## src/hw/rtl/nfses_pkg.sv

```systemverilog
package nfses_pkg;

  // Command codes carried on the input tuser
  localparam logic CMD_START = 1'b0;
  localparam logic CMD_STEP  = 1'b1;

  // Register indexes on the config channel
  localparam logic [2:0] CFG_REGION_BASE = 3'd0;
  localparam logic [2:0] CFG_SECTOR_LOG2 = 3'd1;
  localparam logic [2:0] CFG_SECTOR_CNT  = 3'd2;
  localparam logic [2:0] CFG_TIMEOUT_MS  = 3'd3;
  localparam logic [2:0] CFG_PERM_EN     = 3'd4;

  // Status codes on the result channel
  typedef logic [1:0] status_t;
  localparam status_t ST_BUSY    = 2'd0;
  localparam status_t ST_DONE    = 2'd1;
  localparam status_t ST_TIMEOUT = 2'd2;

  // Flash command words
  localparam logic [15:0] FL_RESET   = 16'h00F0;
  localparam logic [15:0] FL_UNLK1   = 16'h00AA;
  localparam logic [15:0] FL_UNLK2   = 16'h0055;
  localparam logic [15:0] FL_ERASE   = 16'h0080;
  localparam logic [15:0] FL_SECTOR  = 16'h0030;
  localparam logic [17:0] FL_ADDR1   = 18'h00555;
  localparam logic [17:0] FL_ADDR2   = 18'h002AA;

  typedef enum logic [1:0] {
    KIND_STATUS,   // status result only
    KIND_RESETS,   // reset writes, then status
    KIND_ERASE     // reset writes, unlock, sector erase, then status
  } kind_t;

  typedef struct packed {
    kind_t       kind;
    status_t     status;
    logic [10:0] sector;
    logic [17:0] erase_addr;
    logic        perm;
  } job_t;

  typedef struct packed {
    logic [17:0] addr;
    logic [15:0] data;
  } bus_wr_t;

  // Board address line swizzle
  function automatic logic [17:0] board_perm(input logic [17:0] a);
    board_perm = {a[17:9], a[6], a[0], a[2], a[3], a[7], a[8], a[5], a[1], a[4]};
  endfunction

  // Five-write unlock + erase-setup preamble
  function automatic bus_wr_t unlock_word(input logic [2:0] idx, input logic perm);
    bus_wr_t w;
    w = '0;
    case (idx)
      3'd0: begin w.addr = FL_ADDR1; w.data = FL_UNLK1; end
      3'd1: begin w.addr = FL_ADDR2; w.data = FL_UNLK2; end
      3'd2: begin w.addr = FL_ADDR1; w.data = FL_ERASE; end
      3'd3: begin w.addr = FL_ADDR1; w.data = FL_UNLK1; end
      3'd4: begin w.addr = FL_ADDR2; w.data = FL_UNLK2; end
      default: w = '0;
    endcase
    if (perm) begin
      w.addr = board_perm(w.addr);
    end
    return w;
  endfunction

endpackage

```

## src/hw/rtl/nfses_emit.sv

```systemverilog
module nfses_emit #(
  parameter int RESET_WRITES = 32
) (
  input  logic               clk,
  input  logic               rst_n,
  input  logic               job_valid,
  input  nfses_pkg::job_t    job,
  output logic               job_ready,
  output logic               out_tvalid,
  input  logic               out_tready,
  output logic [47:0]        out_tdata,  // bus_word_addr, bus_data, status, sector_index, pad
  output logic               out_tuser,  // write_valid
  output logic               out_tlast
);

  localparam int BeatW = $clog2(RESET_WRITES + 7);
  localparam logic [BeatW-1:0] BeatRst   = BeatW'(RESET_WRITES);
  localparam logic [BeatW-1:0] BeatErase = BeatW'(RESET_WRITES + 5);
  localparam logic [BeatW-1:0] BeatEnd   = BeatW'(RESET_WRITES + 6);

  logic              job_valid_r;
  nfses_pkg::job_t   job_r;
  logic [BeatW-1:0]  beat_r;

  logic              out_valid_r;
  logic [17:0]       out_addr_r;
  logic [15:0]       out_data_r;
  nfses_pkg::status_t out_status_r;
  logic [10:0]       out_sector_r;
  logic              out_wv_r;
  logic              out_last_r;

  logic              load;
  logic              is_final;
  logic              pop;
  logic              push;
  logic [BeatW-1:0]  final_beat;
  logic [2:0]        ulk_idx;
  nfses_pkg::bus_wr_t ulk;

  logic              wv_c;
  logic [17:0]       addr_c;
  logic [15:0]       data_c;
  nfses_pkg::status_t status_c;
  logic              last_c;

  always_comb begin
    case (job_r.kind)
      nfses_pkg::KIND_RESETS: final_beat = BeatRst;
      nfses_pkg::KIND_ERASE:  final_beat = BeatEnd;
      default:                final_beat = '0;
    endcase
  end

  assign is_final  = (beat_r == final_beat);
  assign load      = !out_valid_r || out_tready;
  assign pop       = job_valid_r && load && is_final;
  assign job_ready = !job_valid_r || pop;
  assign push      = job_valid && job_ready;

  assign ulk_idx = 3'(beat_r - BeatRst);
  assign ulk     = nfses_pkg::unlock_word(ulk_idx, job_r.perm);

  // One result per beat
  always_comb begin
    wv_c     = 1'b1;
    addr_c   = '0;
    data_c   = '0;
    status_c = nfses_pkg::ST_BUSY;
    last_c   = 1'b0;
    if (is_final) begin
      wv_c     = 1'b0;
      status_c = job_r.status;
      last_c   = 1'b1;
    end else if (beat_r < BeatRst) begin
      data_c = nfses_pkg::FL_RESET;
    end else if (beat_r == BeatErase) begin
      addr_c = job_r.erase_addr;
      data_c = nfses_pkg::FL_SECTOR;
    end else begin
      addr_c = ulk.addr;
      data_c = ulk.data;
    end
  end

  always_ff @(posedge clk) begin
    if (!rst_n) begin
      job_valid_r <= 1'b0;
      beat_r      <= '0;
      out_valid_r <= 1'b0;
    end else begin
      if (push) begin
        job_valid_r <= 1'b1;
        beat_r      <= '0;
      end else if (pop) begin
        job_valid_r <= 1'b0;
        beat_r      <= '0;
      end else if (job_valid_r && load) begin
        beat_r <= beat_r + 1'b1;
      end
      if (load) begin
        out_valid_r <= job_valid_r;
      end
    end
  end

  always_ff @(posedge clk) begin
    if (push) begin
      job_r <= job;
    end
    if (load && job_valid_r) begin
      out_wv_r     <= wv_c;
      out_addr_r   <= addr_c;
      out_data_r   <= data_c;
      out_status_r <= status_c;
      out_sector_r <= job_r.sector;
      out_last_r   <= last_c;
    end
  end

  assign out_tvalid = out_valid_r;
  assign out_tdata  = {1'b0, out_sector_r, out_status_r, out_data_r, out_addr_r};
  assign out_tuser  = out_wv_r;
  assign out_tlast  = out_last_r;

  a_last_is_status: assert property (@(posedge clk) disable iff (!rst_n)
    out_valid_r && out_last_r |-> !out_wv_r)
    else $error("last result is a bus write");

  a_write_clean: assert property (@(posedge clk) disable iff (!rst_n)
    out_valid_r && out_wv_r |-> out_status_r == nfses_pkg::ST_BUSY && !out_last_r)
    else $error("bus write carries status or last");

  a_beat_bound: assert property (@(posedge clk) disable iff (!rst_n)
    job_valid_r |-> beat_r <= final_beat)
    else $error("beat counter ran past the final beat");

  a_pop_last: assert property (@(posedge clk) disable iff (!rst_n)
    pop |=> out_valid_r && out_last_r)
    else $error("job retired without a last result");

endmodule

```

## src/hw/rtl/nor_flash_sector_erase_sequencer.sv

```systemverilog
// The first result of an item passes through the job register, then the output register.
// Throughput: one result per cycle while out_tready is high; an item yields 1,
//   RESET_WRITES+1 or RESET_WRITES+7 results (39 max at defaults), set by the single
//   result port.
// The next item is taken in the cycle its final result loads the output register.
// Reset (rst_n low, synchronous) clears sector index, busy flag, deadline, in-flight
//   results and restores the register defaults.
module nor_flash_sector_erase_sequencer #(
  parameter int MAX_SECTORS  = 1024,
  parameter int RESET_WRITES = 32
) (
  input  logic        clk,
  input  logic        rst_n,
  // input channel
  input  logic        in_tvalid,
  output logic        in_tready,
  input  logic [71:0] in_tdata,   // sector_blank, status_read_a, status_read_b, now_ms, pad
  input  logic        in_tuser,   // cmd
  // result channel
  output logic        out_tvalid,
  input  logic        out_tready,
  output logic [47:0] out_tdata,  // bus_word_addr, bus_data, status, sector_index, pad
  output logic        out_tuser,  // write_valid
  output logic        out_tlast,
  // config write channel
  input  logic        cfg_valid,
  output logic        cfg_ready,
  input  logic [2:0]  cfg_index,
  input  logic [18:0] cfg_data
);

  localparam logic [16:0] MaxSec = 17'(MAX_SECTORS);

  // config registers
  logic [18:0] region_base_r;
  logic [4:0]  sector_log2_r;
  logic [10:0] sector_cnt_r;
  logic [15:0] timeout_ms_r;
  logic        perm_en_r;

  // sequencer state
  logic [10:0] cur_r, cur_nxt;
  logic        busy_r, busy_nxt;
  logic [31:0] deadline_r, deadline_nxt;

  // input fields
  logic        f_cmd;
  logic        f_blank;
  logic [15:0] f_sa;
  logic [15:0] f_sb;
  logic [31:0] f_now;

  logic        accept;
  logic        job_ready;
  nfses_pkg::job_t job_c;

  logic [16:0] count_c;
  logic [10:0] cur_bump;
  logic [18:0] sec_off;
  logic [18:0] erase_byte;

  assign f_cmd   = in_tuser;
  assign f_blank = in_tdata[0];
  assign f_sa    = in_tdata[16:1];
  assign f_sb    = in_tdata[32:17];
  assign f_now   = in_tdata[64:33];

  assign in_tready = job_ready;
  assign accept    = in_tvalid && job_ready;
  assign cfg_ready = 1'b1;

  // Effective sector count, clamped to the build limit
  assign count_c  = ({6'b0, sector_cnt_r} < MaxSec) ? {6'b0, sector_cnt_r} : MaxSec;
  assign cur_bump = (cur_r != 11'h7FF) ? cur_r + 11'd1 : cur_r;

  // Erase target; only bits up to 18 of the byte offset reach the word address
  assign sec_off    = 19'({8'b0, cur_r} << sector_log2_r);
  assign erase_byte = region_base_r + sec_off;

  // Decide this item's burst and the next state
  always_comb begin
    cur_nxt          = cur_r;
    busy_nxt         = busy_r;
    deadline_nxt     = deadline_r;
    job_c.kind       = nfses_pkg::KIND_STATUS;
    job_c.status     = nfses_pkg::ST_BUSY;
    job_c.erase_addr = erase_byte[18:1];
    job_c.perm       = perm_en_r;
    if (f_cmd == nfses_pkg::CMD_START) begin
      cur_nxt      = '0;
      busy_nxt     = 1'b0;
      deadline_nxt = '0;
    end else if (busy_r) begin
      if (f_sa == f_sb) begin
        // toggle bit settled: erase finished
        busy_nxt   = 1'b0;
        cur_nxt    = cur_bump;
        job_c.kind = nfses_pkg::KIND_RESETS;
      end else if (f_now > deadline_r) begin
        job_c.status = nfses_pkg::ST_TIMEOUT;
      end
    end else if ({6'b0, cur_r} >= count_c) begin
      job_c.status = nfses_pkg::ST_DONE;
    end else if (f_blank) begin
      cur_nxt = cur_bump;
    end else begin
      busy_nxt     = 1'b1;
      deadline_nxt = f_now + {16'b0, timeout_ms_r};
      job_c.kind   = nfses_pkg::KIND_ERASE;
    end
    job_c.sector = cur_nxt;
  end

  always_ff @(posedge clk) begin
    if (!rst_n) begin
      cur_r      <= '0;
      busy_r     <= 1'b0;
      deadline_r <= '0;
    end else if (accept) begin
      cur_r      <= cur_nxt;
      busy_r     <= busy_nxt;
      deadline_r <= deadline_nxt;
    end
  end

  // Config writes; unknown indexes are dropped
  always_ff @(posedge clk) begin
    if (!rst_n) begin
      region_base_r <= '0;
      sector_log2_r <= 5'd16;
      sector_cnt_r  <= '0;
      timeout_ms_r  <= 16'd4000;
      perm_en_r     <= 1'b1;
    end else if (cfg_valid) begin
      case (cfg_index)
        nfses_pkg::CFG_REGION_BASE: region_base_r <= cfg_data;
        nfses_pkg::CFG_SECTOR_LOG2: sector_log2_r <= cfg_data[4:0];
        nfses_pkg::CFG_SECTOR_CNT:  sector_cnt_r  <= cfg_data[10:0];
        nfses_pkg::CFG_TIMEOUT_MS:  timeout_ms_r  <= cfg_data[15:0];
        nfses_pkg::CFG_PERM_EN:     perm_en_r     <= cfg_data[0];
        default: ;
      endcase
    end
  end

  // Burst generator and output register
  nfses_emit #(
    .RESET_WRITES(RESET_WRITES)
  ) u_emit (
    .clk        (clk),
    .rst_n      (rst_n),
    .job_valid  (in_tvalid),
    .job        (job_c),
    .job_ready  (job_ready),
    .out_tvalid (out_tvalid),
    .out_tready (out_tready),
    .out_tdata  (out_tdata),
    .out_tuser  (out_tuser),
    .out_tlast  (out_tlast)
  );

  a_start_clears: assert property (@(posedge clk) disable iff (!rst_n)
    accept && f_cmd == nfses_pkg::CMD_START |=> !busy_r && cur_r == '0 && deadline_r == '0)
    else $error("start did not clear the run");

  a_busy_needs_erase: assert property (@(posedge clk) disable iff (!rst_n)
    $rose(busy_r) |-> $past(accept) && $past(job_c.kind) == nfses_pkg::KIND_ERASE)
    else $error("busy set without an erase burst");

  a_sector_hold: assert property (@(posedge clk) disable iff (!rst_n)
    !accept |=> $stable(cur_r))
    else $error("sector index moved without a transaction");

endmodule

```

## config.mk

```make
export PLATFORM = sky130hd
export DESIGN_NAME = nor_flash_sector_erase_sequencer
export DESIGN_NICKNAME = d
export VERILOG_FILES = /design/src/hw/rtl/nfses_pkg.sv /design/src/hw/rtl/nfses_emit.sv /design/src/hw/rtl/nor_flash_sector_erase_sequencer.sv
export SDC_FILE = /design/constraint.sdc
export NUM_CORES = 1
export LEC_CHECK = 0
export BUFFER_PORTS_ARGS = -buffer_cell sky130_fd_sc_hd__buf_2
export CELL_PAD_IN_SITES_DETAIL_PLACEMENT = 1
export CELL_PAD_IN_SITES_GLOBAL_PLACEMENT = 1
export CORE_UTILIZATION = 35
export CTS_BUF_LIST = sky130_fd_sc_hd__clkbuf_8
export DETAILED_ROUTE_END_ITERATION = 8
export PLACE_DENSITY = 0.69
export REMOVE_ABC_BUFFERS = 1
export SETUP_SLACK_MARGIN = 0.05
export SYNTH_ARGS = -nofsm -noshare
export SYNTH_HDL_FRONTEND = slang
export SYNTH_HIERARCHICAL = 1
export SYNTH_SLANG_ARGS = --single-unit
```

## constraint.sdc

```tcl
create_clock -name clk -period 5.8 [get_ports clk]
set_input_delay 0.58 -clock clk [delete_from_list [all_inputs] [get_ports clk]]
set_output_delay 0.58 -clock clk [all_outputs]
set_load 0.01 [all_outputs]
```

==> flow_summary_export.csv <==
group,metric,value,unit
cts,clockBufferDepth,2,
sta,tightestPinTransition,1104,ps
sta,drv_slew,0,
global_route,grt_pass1_wl,46.37,mm
synthesis,yosysWarningCount,6,
run_status,outcome,"completed",
global_route,gr-usage-all-layers,19.00,%
detailed_routing,drt_wl_total,28.93,mm
critical_path,startpoint,"sector_log2_r[1]",
cts,cts_tree,"done",
pwr,power.leakage,4.781,nW
critical_path,cp-start-kind,"flip-flop",
sta,rsz0062_at_grt,"no",
floorplan,die_area,31130,µm²
sta,min_period,4168,ps
synthesis,yosysTopAreaCell,"edfxtp_1",
synthesis,synthDistinctLibCells,71,
floorplan,dieWidth,176.5,µm
global_route,grt_max_degree,53,
detailed_routing,wl_per_cell,16.82,µm
critical_path,r2r-start,"sector_log2_r[1]",
critical_path,crit_path_end_kind,"flip-flop",
global_route,grt_pass1_vias,8795,
cts,insertion_delay,490,ps
global_route,busiest_layer,"met2",
detailed_routing,drt_iter0_drc,451,
sta,clock.fmax,239.9,MHz
floorplan,num_rows,63,
floorplan,start_util,35.75,%
synthesis,synthCells,1212,
detailed_routing,ant_nets,0,
sta,max_slew_margin,26.15,%
pwr,total_power,0.002597,W
final_layout,drive_above_1_share,14.97,%
global_route,met2_usage,31.55,%
critical_path,endpoint,"u_emit/job_r[18]",
global_route,met1_usage,25.72,%
final_layout,nFillCells,3590,
cts,post_cts_buffers,0,
critical_path,path_class,"flip-flop to flip-flop",
detailed_routing,drt-pass1-iter-count,4,
synthesis,synthArstFlopShare,0,%
place,place_area,11590,µm²
sta,setup_viol_count_final,0,
place,dp_hpwl,21.92,mm
sta,finalCritPeriodShare,71.86,%
critical_path,crit_chain,"mux2_2 > nor2_1 > a21oi_1 > nor2b_1 > a31oi_1 > nor2_1 > ha_1 > and2_1 > o21ai_0 > a31oi_1 > a2111oi_0 > o31ai_1 > a21oi_1 > xnor2_1",
pwr,powerDensity,216.8,nW/µm²
detailed_routing,vias_per_cell,5.202,
synthesis,ys.flop_type,"dfxtp_1",
cts,cts-root-buf,"clkbuf_8",
global_route,grt_use_met3,2.304,%
critical_path,slowest_stage,"dfxtp_1",
cts,clock_sinks,177,
cts,postCtsResizedCells,0,
detailed_routing,vias,8948,
final_layout,area_growth,12.45,%
synthesis,ys_ff_latch,177,
floorplan,dieHeight,176.5,µm
detailed_routing,drc,0,
sta,tns,0,ps
synthesis,ys_seq_area_share,40.13,%
critical_path,cp.required,6020,ps
synthesis,avgSynthCellArea,8.788,µm²
final_layout,nets,1501,
cts,cts-hold-fix-buffers,0,
global_route,gr-total-overflow,0,
sta,hold_violations,0,
place,place_congestion,0.8547,
cts,h-tree-depth,4,
worst_hold_path,hold_path.class,"input pin to flip-flop",
critical_path,reg2reg_depth,14,
floorplan,core_region_area,29800,µm²
critical_path,critPathMaxFanout,19,
cts,numCtsBuffers,17,
synthesis,yosysTopAreaCellShare,20.58,%
cts,clk_pin_slew,110,ps
synthesis,syn_area,10650,µm²
critical_path,arrival,4390,ps
pwr,vdd_ir_drop_max,79.68,µV
critical_path,rrSetupSlack,1630,ps
floorplan,io_pins,153,
final_layout,fin_area,11980,µm²
critical_path,cp_slowest_stage_delay,830,ps
synthesis,synth_area_leaders,"edfxtp_1, dfxtp_1, ha_1",
synthesis,synth-edff-count,73,
sta,finalClockSkew,23.00,ps
job,drv_cap,0,
place,numPortBuffers,135,
global_route,antenna_found_initial,2,
final_layout,fin_util,40.20,%
critical_path,r2r-end,"u_emit/job_r[18]",
-- flip-flops by register name, indices dropped and copies added (netlist names) --
register	count
u_emit/out_status_r	2
perm_en_r	1
sector_cnt_r	11
cur_r	11
u_emit/out_tuser	1
u_emit/out_sector_r	11
sector_log2_r	5
u_emit/job_valid_r	1
u_emit/out_tvalid	1
region_base_r	19
busy_r	1
u_emit/out_tlast	1
u_emit/out_addr_r	18
u_emit/beat_r	6
deadline_r	32
u_emit/job_r	34
u_emit/out_data_r	6
timeout_ms_r	16
-- cells in the final DEF, fill, tap and decap left out, drive strengths merged, types with 10 or more instances in the layout --
cell type / n
nor2: 95
mux2: 10
nand2: 182
nor2b: 16
ha: 83
and3: 25
nand3: 39
dfxtp: 104
mux2i: 23
clkbuf: 19
nor3: 28
a21o: 16
edfxtp: 73
and2: 16
conb: 10
a211oi: 14
o21ai: 54
o211ai: 10
inv: 70
xnor2: 20
nand4: 27
xor2: 46
buf: 139
a31oi: 14
a21oi: 92
-- cell type report --
type	instances	area, µm²	share of cell area (%)
Clock buffer	19	261.5	2.183
Clock inverter	13	125.1	1.045
Tap cell	390	488.0	4.074
Inverter	62	232.7	1.943
Multi-Input combinational cell	919	5888	49.16
Timing Repair Buffer	139	705.7	5.892
Antenna cell	1	2.502	0.02089
Sequential cell	177	4274	35.68
-- cell usage after synthesis, drive strengths merged, types with 3 or more instances --
library cell  number
a22o               4
o31ai              5
nand2            182
a22oi              6
clkbuf            39
inv               61
and3              25
a21o              16
dfxtp            104
or2                7
a41o               4
nor3              28
nor2              95
a21oi             92
a211oi            14
ha                83
or3                8
and2              16
xor2              46
o21ai             54
nand4             27
nand3             39
nor4               5
mux2i             23
a211o              3
nand2b             8
o21bai             5
buf               23
a21boi             3
o211ai            10
a31oi             14
o21a               9
a221oi             3
mux2              10
a311oi             3
edfxtp            73
nor2b             16
xnor2             20
and4               5
-- layer usage --
metal	wire length, µm	vias up
met5	8	-
met2	13780	124
li1	-	4485
met3	694	28
met1	14010	4309
met4	442	2
-- stage by stage --
stage	hold WS [ps]	setup WS (ps)	cells
floorplan	400.3	2288	1158
global placement	403.0	1685	1687
detailed placement	406.3	1656	1687
CTS	316.2	1611	1719
global route	324.0	1279	1720
finish	340.8	1632	1720
-- kinds of logic (layout without fill, tap and decap cells) --
group / Yosys count / in the layout / share of synthesized area, %
XOR/XNOR: 66 / 66 / 5.427
other: 2 / 11 / 0.07051
buffers and inverters: 124 / 233 / 4.945
AO/OA/AOI/OAI: 263 / 263 / 15.91
AND/OR/NAND/NOR: 462 / 462 / 20.18
flip-flops: 177 / 177 / 40.13
multiplexers: 33 / 33 / 3.219
adder cells (fa/ha/maj): 85 / 85 / 10.13
-- worst min path at each step --
| stage | cells after the start | startpoint | endpoint | slack (ps) |
|---|---|---|---|---|
| floorplan | 0 | u_emit/job_r[19] | u_emit/out_sector_r[0] | 400 |
| global placement | 0 | u_emit/job_r[21] | u_emit/out_sector_r[2] | 400 |
| detailed placement | 0 | u_emit/job_r[21] | u_emit/out_sector_r[2] | 410 |
| CTS | 3 | cfg_data[12] | timeout_ms_r[12] | 320 |
| global route | 3 | cfg_data[17] | region_base_r[17] | 320 |
| finish | 3 | cfg_data[18] | region_base_r[18] | 340 |
-- worst max-delay path, delay by kind of cell, from the launching register on --
family	cells	cell delay (ps)
AOI/OAI and AO/OA	7	1710
DFF	1	830
and+or+nand+nor	4	500
muxes	1	420
adders and majority gates	1	360
xor gates and xnor gates	1	80
-- power breakdown --
group | total, W | switching [W] | internal [W]
clock | 0.000870 | 0.000498 | 0.000372
combinational | 0.000350 | 0.000224 | 0.000127
sequential | 0.00138 | 0.0000267 | 0.00135
Note: power is estimated with default switching activity, not from simulation.
